===== src/hdl/siph_pkg.sv =====
// Shared types, constants and the SipRound function for the SipHash-2-4 stream block.
// Used by siph_front, siph_fifo, siph_core and siphash_2_4_stream.
// No dependencies.
package siph_pkg;

    localparam int unsigned COMPRESS_ROUNDS = 2;
    localparam int unsigned FINAL_ROUNDS    = 4;
    localparam int unsigned MAX_ROUNDS      = (COMPRESS_ROUNDS > FINAL_ROUNDS) ?
                                              COMPRESS_ROUNDS : FINAL_ROUNDS;
    localparam int unsigned CNT_W           = $clog2(MAX_ROUNDS + 1);

    localparam logic [63:0] INIT_C0    = 64'h736f6d6570736575;
    localparam logic [63:0] INIT_C1    = 64'h646f72616e646f6d;
    localparam logic [63:0] INIT_C2    = 64'h6c7967656e657261;
    localparam logic [63:0] INIT_C3    = 64'h7465646279746573;
    localparam logic [63:0] FINAL_FLIP = 64'h00000000000000ff;

    localparam int unsigned Q_DEPTH = 4;
    localparam int unsigned Q_PTR_W = $clog2(Q_DEPTH);
    localparam int unsigned Q_CNT_W = $clog2(Q_DEPTH + 1);

    localparam int unsigned CFG_IDX_W = 1;
    localparam logic [CFG_IDX_W-1:0] REG_KEY_LOW  = 1'b0;
    localparam logic [CFG_IDX_W-1:0] REG_KEY_HIGH = 1'b1;

    typedef struct packed {
        logic [63:0] v3;
        logic [63:0] v2;
        logic [63:0] v1;
        logic [63:0] v0;
    } lanes_t;

    // One block for the compression engine; fin marks the block that closes a message.
    typedef struct packed {
        logic        fin;
        logic [63:0] blk;
    } blk_entry_t;

    // Key update seen by the front end and the engine.
    typedef struct packed {
        logic        load;
        logic [63:0] key_low;
        logic [63:0] key_high;
    } key_ctrl_t;

    typedef enum logic [1:0] {
        ENG_IDLE,
        ENG_COMPRESS,
        ENG_FINAL
    } eng_state_t;

    function automatic logic [63:0] rotl(input logic [63:0] v, input int unsigned s);
        rotl = (v << s) | (v >> (64 - s));
    endfunction

    function automatic lanes_t sip_round(input lanes_t l);
        lanes_t r;
        r = l;
        r.v0 = r.v0 + r.v1;
        r.v1 = rotl(r.v1, 13) ^ r.v0;
        r.v0 = rotl(r.v0, 32);
        r.v2 = r.v2 + r.v3;
        r.v3 = rotl(r.v3, 16) ^ r.v2;
        r.v0 = r.v0 + r.v3;
        r.v3 = rotl(r.v3, 21) ^ r.v0;
        r.v2 = r.v2 + r.v1;
        r.v1 = rotl(r.v1, 17) ^ r.v2;
        r.v2 = rotl(r.v2, 32);
        sip_round = r;
    endfunction

    function automatic lanes_t init_lanes(input logic [63:0] k0, input logic [63:0] k1);
        lanes_t r;
        r.v0 = k0 ^ INIT_C0;
        r.v1 = k1 ^ INIT_C1;
        r.v2 = k0 ^ INIT_C2;
        r.v3 = k1 ^ INIT_C3;
        init_lanes = r;
    endfunction

endpackage


===== src/hdl/siph_front.sv =====
// Front end: accepts message words, keeps the length byte and builds the blocks.
// Depends on siph_pkg; feeds siph_fifo.
module siph_front
    import siph_pkg::*;
(
    input  logic        clk,
    input  logic        rst_n,
    input  key_ctrl_t   key,
    input  logic        in_valid,
    output logic        in_ready,
    input  logic [63:0] in_word,
    input  logic [3:0]  in_count,
    input  logic        in_last,
    output logic        push,
    output blk_entry_t  push_entry,
    input  logic        q_full
);

    logic [7:0] length_reg, length_next;
    logic       pend_reg, pend_next;
    logic       accept;
    logic [7:0] tail_len;
    logic [63:0] tail_blk;

    assign in_ready = !pend_reg && !q_full;
    assign accept   = in_valid && in_ready;
    assign tail_len = length_reg + {4'd0, in_count};

    always_comb
    begin
        tail_blk = '0;
        for (int i = 0; i < 8; i++)
        begin
            if (4'(i) < in_count)
            begin
                tail_blk[8*i +: 8] = in_word[8*i +: 8];
            end
        end
        tail_blk[63:56] = tail_len;
    end

    always_comb
    begin
        push        = 1'b0;
        push_entry  = '0;
        length_next = length_reg;
        pend_next   = pend_reg;
        if (pend_reg)
        begin
            // Length-only block after a final word that was full.
            if (!q_full)
            begin
                push           = 1'b1;
                push_entry.fin = 1'b1;
                push_entry.blk = {length_reg, 56'd0};
                length_next    = '0;
                pend_next      = 1'b0;
            end
        end
        else if (accept)
        begin
            push = 1'b1;
            if (!in_last || in_count[3])
            begin
                push_entry.fin = 1'b0;
                push_entry.blk = in_word;
                length_next    = length_reg + 8'd8;
                pend_next      = in_last;
            end
            else
            begin
                push_entry.fin = 1'b1;
                push_entry.blk = tail_blk;
                length_next    = '0;
            end
        end
        if (key.load)
        begin
            length_next = '0;
            pend_next   = 1'b0;
        end
    end

    always_ff @(posedge clk or negedge rst_n)
    begin
        if (!rst_n)
        begin
            length_reg <= '0;
            pend_reg   <= 1'b0;
        end
        else
        begin
            length_reg <= length_next;
            pend_reg   <= pend_next;
        end
    end

endmodule


===== src/hdl/siph_fifo.sv =====
// Short block queue between the front end and the compression engine.
// Depends on siph_pkg.
module siph_fifo
    import siph_pkg::*;
(
    input  logic       clk,
    input  logic       rst_n,
    input  logic       push,
    input  blk_entry_t push_entry,
    input  logic       pop,
    output blk_entry_t head,
    output logic       empty,
    output logic       full
);

    blk_entry_t         mem_reg [Q_DEPTH];
    logic [Q_PTR_W-1:0] wr_ptr_reg, wr_ptr_next;
    logic [Q_PTR_W-1:0] rd_ptr_reg, rd_ptr_next;
    logic [Q_CNT_W-1:0] cnt_reg, cnt_next;
    logic               do_push, do_pop;

    assign empty   = (cnt_reg == '0);
    assign full    = (cnt_reg == Q_CNT_W'(Q_DEPTH));
    assign head    = mem_reg[rd_ptr_reg];
    assign do_push = push && !full;
    assign do_pop  = pop && !empty;

    always_comb
    begin
        wr_ptr_next = do_push ? wr_ptr_reg + Q_PTR_W'(1) : wr_ptr_reg;
        rd_ptr_next = do_pop ? rd_ptr_reg + Q_PTR_W'(1) : rd_ptr_reg;
        cnt_next    = cnt_reg + Q_CNT_W'(do_push) - Q_CNT_W'(do_pop);
    end

    always_ff @(posedge clk)
    begin
        if (do_push)
        begin
            mem_reg[wr_ptr_reg] <= push_entry;
        end
    end

    always_ff @(posedge clk or negedge rst_n)
    begin
        if (!rst_n)
        begin
            wr_ptr_reg <= '0;
            rd_ptr_reg <= '0;
            cnt_reg    <= '0;
        end
        else
        begin
            wr_ptr_reg <= wr_ptr_next;
            rd_ptr_reg <= rd_ptr_next;
            cnt_reg    <= cnt_next;
        end
    end

endmodule


===== src/hdl/siph_core.sv =====
// Compression engine: one SipRound per cycle on the four lanes unless held by an unread hash;
// finalization and result register. Depends on siph_pkg; takes blocks from siph_fifo.
module siph_core
    import siph_pkg::*;
(
    input  logic        clk,
    input  logic        rst_n,
    input  key_ctrl_t   key,
    input  blk_entry_t  q_head,
    input  logic        q_empty,
    output logic        pop,
    output logic        out_valid,
    input  logic        out_ready,
    output logic [63:0] out_hash
);

    eng_state_t       state_reg, state_next;
    lanes_t           lanes_reg, lanes_next;
    logic [CNT_W-1:0] cnt_reg, cnt_next;
    logic [63:0]      blk_reg, blk_next;
    logic             fin_reg, fin_next;
    logic [63:0]      hash_reg, hash_next;
    logic             out_valid_reg, out_valid_next;

    logic             start;
    logic [63:0]      blk_cur;
    logic             fin_cur;
    logic [CNT_W-1:0] comp_idx;
    logic             comp_last;
    logic             final_last;
    logic             hold;
    logic             finish;
    lanes_t           round_in, round_out, comp_end;

    always_comb
    begin
        start      = (state_reg == ENG_IDLE) && !q_empty;
        blk_cur    = start ? q_head.blk : blk_reg;
        fin_cur    = start ? q_head.fin : fin_reg;
        comp_idx   = (state_reg == ENG_COMPRESS) ? cnt_reg : '0;
        comp_last  = (start || state_reg == ENG_COMPRESS) &&
                     (comp_idx == CNT_W'(COMPRESS_ROUNDS - 1));
        final_last = (state_reg == ENG_FINAL) && (cnt_reg == CNT_W'(FINAL_ROUNDS - 1));
        // The result register must be free before a finished hash can land in it.
        hold       = final_last && out_valid_reg && !out_ready;
        finish     = final_last && !hold;
        round_in   = lanes_reg;
        if (start)
        begin
            round_in.v3 = lanes_reg.v3 ^ q_head.blk;
        end
        round_out   = sip_round(round_in);
        comp_end    = round_out;
        comp_end.v0 = round_out.v0 ^ blk_cur;
        if (fin_cur)
        begin
            comp_end.v2 = round_out.v2 ^ FINAL_FLIP;
        end
    end

    assign pop = start;

    always_comb
    begin
        state_next = state_reg;
        unique case (state_reg)
            ENG_IDLE:
            begin
                if (start)
                begin
                    if (comp_last)
                    begin
                        state_next = fin_cur ? ENG_FINAL : ENG_IDLE;
                    end
                    else
                    begin
                        state_next = ENG_COMPRESS;
                    end
                end
            end
            ENG_COMPRESS:
            begin
                if (comp_last)
                begin
                    state_next = fin_cur ? ENG_FINAL : ENG_IDLE;
                end
            end
            ENG_FINAL:
            begin
                if (finish)
                begin
                    state_next = ENG_IDLE;
                end
            end
            default:
            begin
                state_next = ENG_IDLE;
            end
        endcase
    end

    always_comb
    begin
        lanes_next     = lanes_reg;
        cnt_next       = cnt_reg;
        blk_next       = blk_reg;
        fin_next       = fin_reg;
        hash_next      = hash_reg;
        out_valid_next = out_valid_reg && !out_ready;
        unique case (state_reg)
            ENG_IDLE:
            begin
                if (start)
                begin
                    blk_next   = q_head.blk;
                    fin_next   = q_head.fin;
                    lanes_next = comp_last ? comp_end : round_out;
                    cnt_next   = comp_last ? '0 : CNT_W'(1);
                end
            end
            ENG_COMPRESS:
            begin
                lanes_next = comp_last ? comp_end : round_out;
                cnt_next   = comp_last ? '0 : cnt_reg + CNT_W'(1);
            end
            ENG_FINAL:
            begin
                if (finish)
                begin
                    hash_next      = round_out.v0 ^ round_out.v1 ^ round_out.v2 ^ round_out.v3;
                    out_valid_next = 1'b1;
                    lanes_next     = init_lanes(key.key_low, key.key_high);
                    cnt_next       = '0;
                end
                else if (!hold)
                begin
                    lanes_next = round_out;
                    cnt_next   = cnt_reg + CNT_W'(1);
                end
            end
            default:
            begin
                cnt_next = '0;
            end
        endcase
        if (key.load)
        begin
            lanes_next = init_lanes(key.key_low, key.key_high);
        end
    end

    always_ff @(posedge clk)
    begin
        blk_reg  <= blk_next;
        fin_reg  <= fin_next;
        hash_reg <= hash_next;
    end

    always_ff @(posedge clk or negedge rst_n)
    begin
        if (!rst_n)
        begin
            state_reg     <= ENG_IDLE;
            lanes_reg     <= init_lanes('0, '0);
            cnt_reg       <= '0;
            out_valid_reg <= 1'b0;
        end
        else
        begin
            state_reg     <= state_next;
            lanes_reg     <= lanes_next;
            cnt_reg       <= cnt_next;
            out_valid_reg <= out_valid_next;
        end
    end

    assign out_valid = out_valid_reg;
    assign out_hash  = hash_reg;

`ifndef SYNTH
    a_pop_only_idle: assert property (@(posedge clk) disable iff (!rst_n)
        pop |-> state_reg == ENG_IDLE)
        else $error("block taken from queue while engine busy");

    a_comp_cnt_range: assert property (@(posedge clk) disable iff (!rst_n)
        state_reg == ENG_COMPRESS |-> cnt_reg < CNT_W'(COMPRESS_ROUNDS))
        else $error("compression round count out of range");

    a_final_cnt_range: assert property (@(posedge clk) disable iff (!rst_n)
        state_reg == ENG_FINAL |-> cnt_reg < CNT_W'(FINAL_ROUNDS))
        else $error("finalization round count out of range");

    a_no_overwrite: assert property (@(posedge clk) disable iff (!rst_n)
        finish |-> !out_valid_reg || out_ready)
        else $error("unread hash overwritten");

    a_finish_shows: assert property (@(posedge clk) disable iff (!rst_n)
        finish |=> out_valid_reg && state_reg == ENG_IDLE)
        else $error("finished hash not presented");
`endif

endmodule


===== src/hdl/siphash_2_4_stream.sv =====
// SipHash-2-4 stream block: top level with the key registers.
// Depends on siph_pkg, siph_front, siph_fifo and siph_core.
//
// Usage:
//   s_axis carries message words: tdata holds the 64-bit word (first byte in the low
//   bits) and the byte count; tlast marks the final word of a message. Only the final
//   word may hold fewer than eight bytes; other words are always taken as full.
//   m_axis carries one 64-bit hash for each message, after its final word.
//   The key is written through cfg_we / cfg_index / cfg_wdata (index 0: low key half,
//   index 1: high key half) while the block is idle; a write restarts the message.
// Timing:
//   The engine runs one SipRound per cycle unless an unread hash holds it; a word
//   costs two SipRounds of the lane registers, and the four-entry queue lets the input
//   take words back to back until it fills. The final word costs two compression rounds
//   plus four finalization rounds, plus two more when it holds eight bytes (an extra
//   length block). The hash appears on m_axis the cycle after the last finalization round.
// Reset:
//   rst_n clears the keys to zero, loads the lanes from them and empties the queue.
//   If m_axis stalls, the hash waits in its register; the engine holds at the last
//   finalization round of the next message and the input backs up through the queue.
module siphash_2_4_stream
    import siph_pkg::*;
(
    input  logic                 clk,
    input  logic                 rst_n,
    input  logic                 s_axis_tvalid,
    output logic                 s_axis_tready,
    input  logic [71:0]          s_axis_tdata,  // message_word[63:0], byte_count[67:64], zero
    input  logic                 s_axis_tlast,
    output logic                 m_axis_tvalid,
    input  logic                 m_axis_tready,
    output logic [63:0]          m_axis_tdata,  // hash_value[63:0]
    input  logic                 cfg_we,
    input  logic [CFG_IDX_W-1:0] cfg_index,
    input  logic [63:0]          cfg_wdata
);

    logic [63:0] key_low_reg, key_low_next;
    logic [63:0] key_high_reg, key_high_next;
    key_ctrl_t   key;
    logic        push;
    blk_entry_t  push_entry;
    logic        pop;
    blk_entry_t  q_head;
    logic        q_empty;
    logic        q_full;

    always_comb
    begin
        key_low_next  = key_low_reg;
        key_high_next = key_high_reg;
        key.load      = 1'b0;
        if (cfg_we)
        begin
            case (cfg_index)
                REG_KEY_LOW:
                begin
                    key_low_next = cfg_wdata;
                    key.load     = 1'b1;
                end
                REG_KEY_HIGH:
                begin
                    key_high_next = cfg_wdata;
                    key.load      = 1'b1;
                end
                default:
                begin
                    key.load = 1'b0;
                end
            endcase
        end
        // The engine reloads its lanes from the key as it stands after this edge.
        key.key_low  = key_low_next;
        key.key_high = key_high_next;
    end

    always_ff @(posedge clk or negedge rst_n)
    begin
        if (!rst_n)
        begin
            key_low_reg  <= '0;
            key_high_reg <= '0;
        end
        else
        begin
            key_low_reg  <= key_low_next;
            key_high_reg <= key_high_next;
        end
    end

    siph_front u_front (
        .clk        (clk),
        .rst_n      (rst_n),
        .key        (key),
        .in_valid   (s_axis_tvalid),
        .in_ready   (s_axis_tready),
        .in_word    (s_axis_tdata[63:0]),
        .in_count   (s_axis_tdata[67:64]),
        .in_last    (s_axis_tlast),
        .push       (push),
        .push_entry (push_entry),
        .q_full     (q_full)
    );

    siph_fifo u_fifo (
        .clk        (clk),
        .rst_n      (rst_n),
        .push       (push),
        .push_entry (push_entry),
        .pop        (pop),
        .head       (q_head),
        .empty      (q_empty),
        .full       (q_full)
    );

    siph_core u_core (
        .clk       (clk),
        .rst_n     (rst_n),
        .key       (key),
        .q_head    (q_head),
        .q_empty   (q_empty),
        .pop       (pop),
        .out_valid (m_axis_tvalid),
        .out_ready (m_axis_tready),
        .out_hash  (m_axis_tdata)
    );

endmodule

===== config.mk =====
export PLATFORM = sky130hd
export DESIGN_NAME = siphash_2_4_stream
export DESIGN_NICKNAME = d
export VERILOG_FILES = /design/src/hdl/siph_pkg.sv /design/src/hdl/siph_front.sv /design/src/hdl/siph_fifo.sv /design/src/hdl/siph_core.sv /design/src/hdl/siphash_2_4_stream.sv
export SDC_FILE = /design/constraint.sdc
export NUM_CORES = 2
export LEC_CHECK = 0
export ABC_CLOCK_PERIOD_IN_PS = 10250
export BUFFER_PORTS_ARGS = -buffer_cell sky130_fd_sc_hd__buf_2
export CAP_MARGIN = 15
export CORE_MARGIN = 2
export CORE_UTILIZATION = 50
export CTS_BUF_LIST = sky130_fd_sc_hd__clkbuf_4 sky130_fd_sc_hd__clkbuf_8 sky130_fd_sc_hd__clkbuf_16
export DETAILED_ROUTE_END_ITERATION = 8
export GPL_TIMING_DRIVEN = 1
export PLACE_DENSITY = 0.69
export SETUP_SLACK_MARGIN = 0.3
export SKIP_CTS_REPAIR_TIMING = 1
export SYNTH_ARGS = -nofsm -noshare
export SYNTH_HDL_FRONTEND = slang
export SYNTH_SLANG_ARGS = --single-unit

===== constraint.sdc =====
create_clock -name clk -period 10.25 [get_ports clk]
set_input_delay 1.025 -clock clk [delete_from_list [all_inputs] [get_ports clk]]
set_output_delay 1.025 -clock clk [all_outputs]
set_load 0.005 [all_outputs]

==> impl_metrics.env <==
export IMPL_run_status="complete, no violations"
export IMPL_seq_area_sq_um=21940
export IMPL_fmax_mhz=103.7
export IMPL_slew_viol_final=0
export IMPL_hp_class="primary input to asynchronous set/reset pin"
export IMPL_synth_edf_count=389
export IMPL_crit_slowest_cell="xor2_1"
export IMPL_fin_nets=6005
export IMPL_dpl_worst_slack_ps=940.4
export IMPL_clkSinkCount=792
export IMPL_max_slew_margin_pct=7.057
export IMPL_hpwl_um=228000
export IMPL_cts_inserted_buffers=87
export IMPL_start_util_pct=50.58
export IMPL_synth_distinct_cells=101
export IMPL_synth_area_leaders="edfxtp_1 22%, dfrtp_1 13%, xnor2_1 7.8%"
export IMPL_place_congestion=1.226
export IMPL_cp_common_cell="a21oi_1"
export IMPL_setup_worst_path_start_class="flop"
export IMPL_rsz0062_at_grt="false"
export IMPL_fillCellCount=8853
export IMPL_multi_input_area_sq_um=29130
export IMPL_finalSetupTns_ps=0
export IMPL_die_x_um=328.0
export IMPL_end_kind="flop"
export IMPL_cts_root_buf="clkbuf_16"
export IMPL_grt_pass1_vias=44670
export IMPL_crit_required_ps=10890
export IMPL_synth_area_sq_um=52500
export IMPL_htreeDepth=3
export IMPL_fin_skew_ps=48.47
export IMPL_grt_total_usage_pct=52.84
export IMPL_dieArea_sq_um=107600
export IMPL_cts_tree="yes"
export IMPL_grt_pass1_wl_um=381400
export IMPL_clockBufferDepth=3
export IMPL_synth_top_area_share_pct=22.25
export IMPL_io_buffer_count=204
export IMPL_drive_gt1_share_pct=18.70
export IMPL_stdcell_area_sq_um=60110
export IMPL_coreArea_sq_um=103800
export IMPL_post_drt_wl_per_cell_um=40.58
export IMPL_slowest_delay_ps=670
export IMPL_antenna_found_initial=42
export IMPL_place_area_sq_um=56760
export IMPL_largest_reg_flops=260
export IMPL_clkTransAtPathRegs_ps=70
export IMPL_io_pins=209
export IMPL_hold_viol_final=0
export IMPL_grt_max_degree=136
export IMPL_synth_async_sr_flop_share_pct=50.88
export IMPL_arrival_ps=10280
export IMPL_cap_violations=0
export IMPL_post_route_min_period_ps=9642
export IMPL_ys_flop_type="edfxtp_1"
export IMPL_firstDrtPassIters=6
export IMPL_synth_cells=5250
export IMPL_drc=0
export IMPL_worstMarginPinSlew_ps=1380
export IMPL_synth_nets=5657
export IMPL_synthToLayoutAreaGrowth_pct=14.49
export IMPL_grt_overflow_total=0
export IMPL_vias=48490
export IMPL_ys_seq_area_share_pct=41.79
export IMPL_std_cell_rows=118
export IMPL_critical_path_class="flop to flop"
export IMPL_yosys_warnings=0
export IMPL_die_h_um=328.0
export IMPL_syn_area_per_cell_sq_um=10.00
export IMPL_crit_fanout=41
export IMPL_synth_top_area_cell="edfxtp_1"
export IMPL_setup_slack_ps=608.4
export IMPL_ys_ff_latch=792
export IMPL_rrSetupSlack_ps=610
export IMPL_final_setup_viol_count=0
export IMPL_ant_nets=0
export IMPL_vias_per_cell=6.851
export IMPL_drt_iter0_drc=7891
export IMPL_clk_latency_ps=750
export IMPL_fin_crit_sh_pct=94.06
export IMPL_drt_total_wl_um=287200
placed cells by master, fill, tap and decap left out, types with 25 or more instances in the layout:
master	n
diode_2	25
nand4_1	45
nor2_1	341
buf_4	284
a31oi_1	37
nor2b_1	32
nor3_1	55
a21oi_1	448
xnor2_1	460
dfstp_2	138
o21bai_1	32
clkbuf_16	89
and3_1	28
mux4_2	65
mux2_2	109
nand2b_1	48
inv_1	208
mux2i_1	71
buf_2	202
a21o_1	217
edfxtp_1	389
o21ai_0	361
o21a_1	36
xor2_1	255
and2_1	180
dfrtp_1	263
o211ai_1	48
nand3_1	64
nand2_1	389
ha_1	259
a211oi_1	50
critical path: cells and delay by family (launching register included):
family,cells,cell delay [ps]
xor+xnor,4,1620
simple gates,4,440
compound gates,17,4400
fa+ha+maj,3,1360
flops,1,500
buf+inv,3,650
mux,1,540
logic make-up (layout without fill, tap and decap cells):
family,after synthesis,after routing,synth area share (%)
adder cells (fa/ha/maj),266,266,6.401
buffers and inverters,449,872,3.291
AO/OA/AOI/OAI,1455,1455,17.35
AND/OR/NAND/NOR,1290,1290,11.75
XOR/XNOR,752,752,12.91
multiplexers,246,246,6.506
flip-flops,792,792,41.79
other,0,25,0
stage by stage:
step | hold WS (ps) | utilization, % | cells
6_report | 273.8 | 57.91 | 7078
5_1_grt | 356.1 | 57.85 | 7053
4_1_cts | 331.6 | 57.70 | 7045
3_5_place_dp | 464.2 | 54.69 | 6881
3_3_place_gp | 453.4 | 54.69 | 6881
2_1_floorplan | 437.1 | - | 5250
worst paths after layout:
path / startpoint / to / cells after the start
hold reg to reg: u_core.lanes_reg[253] / u_core.lanes_reg[253] / 2
setup / recovery: u_fifo.rd_ptr_reg[0] / u_core.lanes_reg[120] / 32
hold / removal: rst_n / u_front.length_reg[7] / 1
min in group clk: u_core.lanes_reg[253] / u_core.lanes_reg[253] / 2
max in group asynchronous: rst_n / u_core.lanes_reg[107] / 3
setup reg to reg: u_fifo.rd_ptr_reg[0] / u_core.lanes_reg[120] / 32
per-layer routing:
layer	up-vias	global-route usage (%)	routed length, um
met5	-	0.04437	152
met4	22	44.37	31700
met3	1056	23.74	42050
met2	4116	71.19	111000
met1	23730	64.14	102300
li1	19570	-	-
final cells by class:
cell class                      instances  area share (%)
Antenna cell                           25          0.1041
Multi-Input combinational cell       4009           48.47
Inverter                              210           1.316
Clock buffer                          118           4.161
Timing Repair Buffer                  498           5.528
Tap cell                             1380           2.872
Sequential cell                       792           36.51
Clock inverter                         46           1.045
synth_stat cells, drive strengths merged (138+ instances only):
| cell type | number |
|---|---|
| dfrtp | 265 |
| o21ai | 370 |
| clkbuf | 205 |
| inv | 210 |
| ha | 259 |
| xor2 | 270 |
| xnor2 | 469 |
| nand2 | 392 |
| a21o | 218 |
| edfxtp | 389 |
| a21oi | 450 |
| and2 | 186 |
| nor2 | 346 |
| dfstp | 138 |
Power is not shown: default switching activity piles up to over one toggle a cycle in this logic, so the estimate is an artifact.
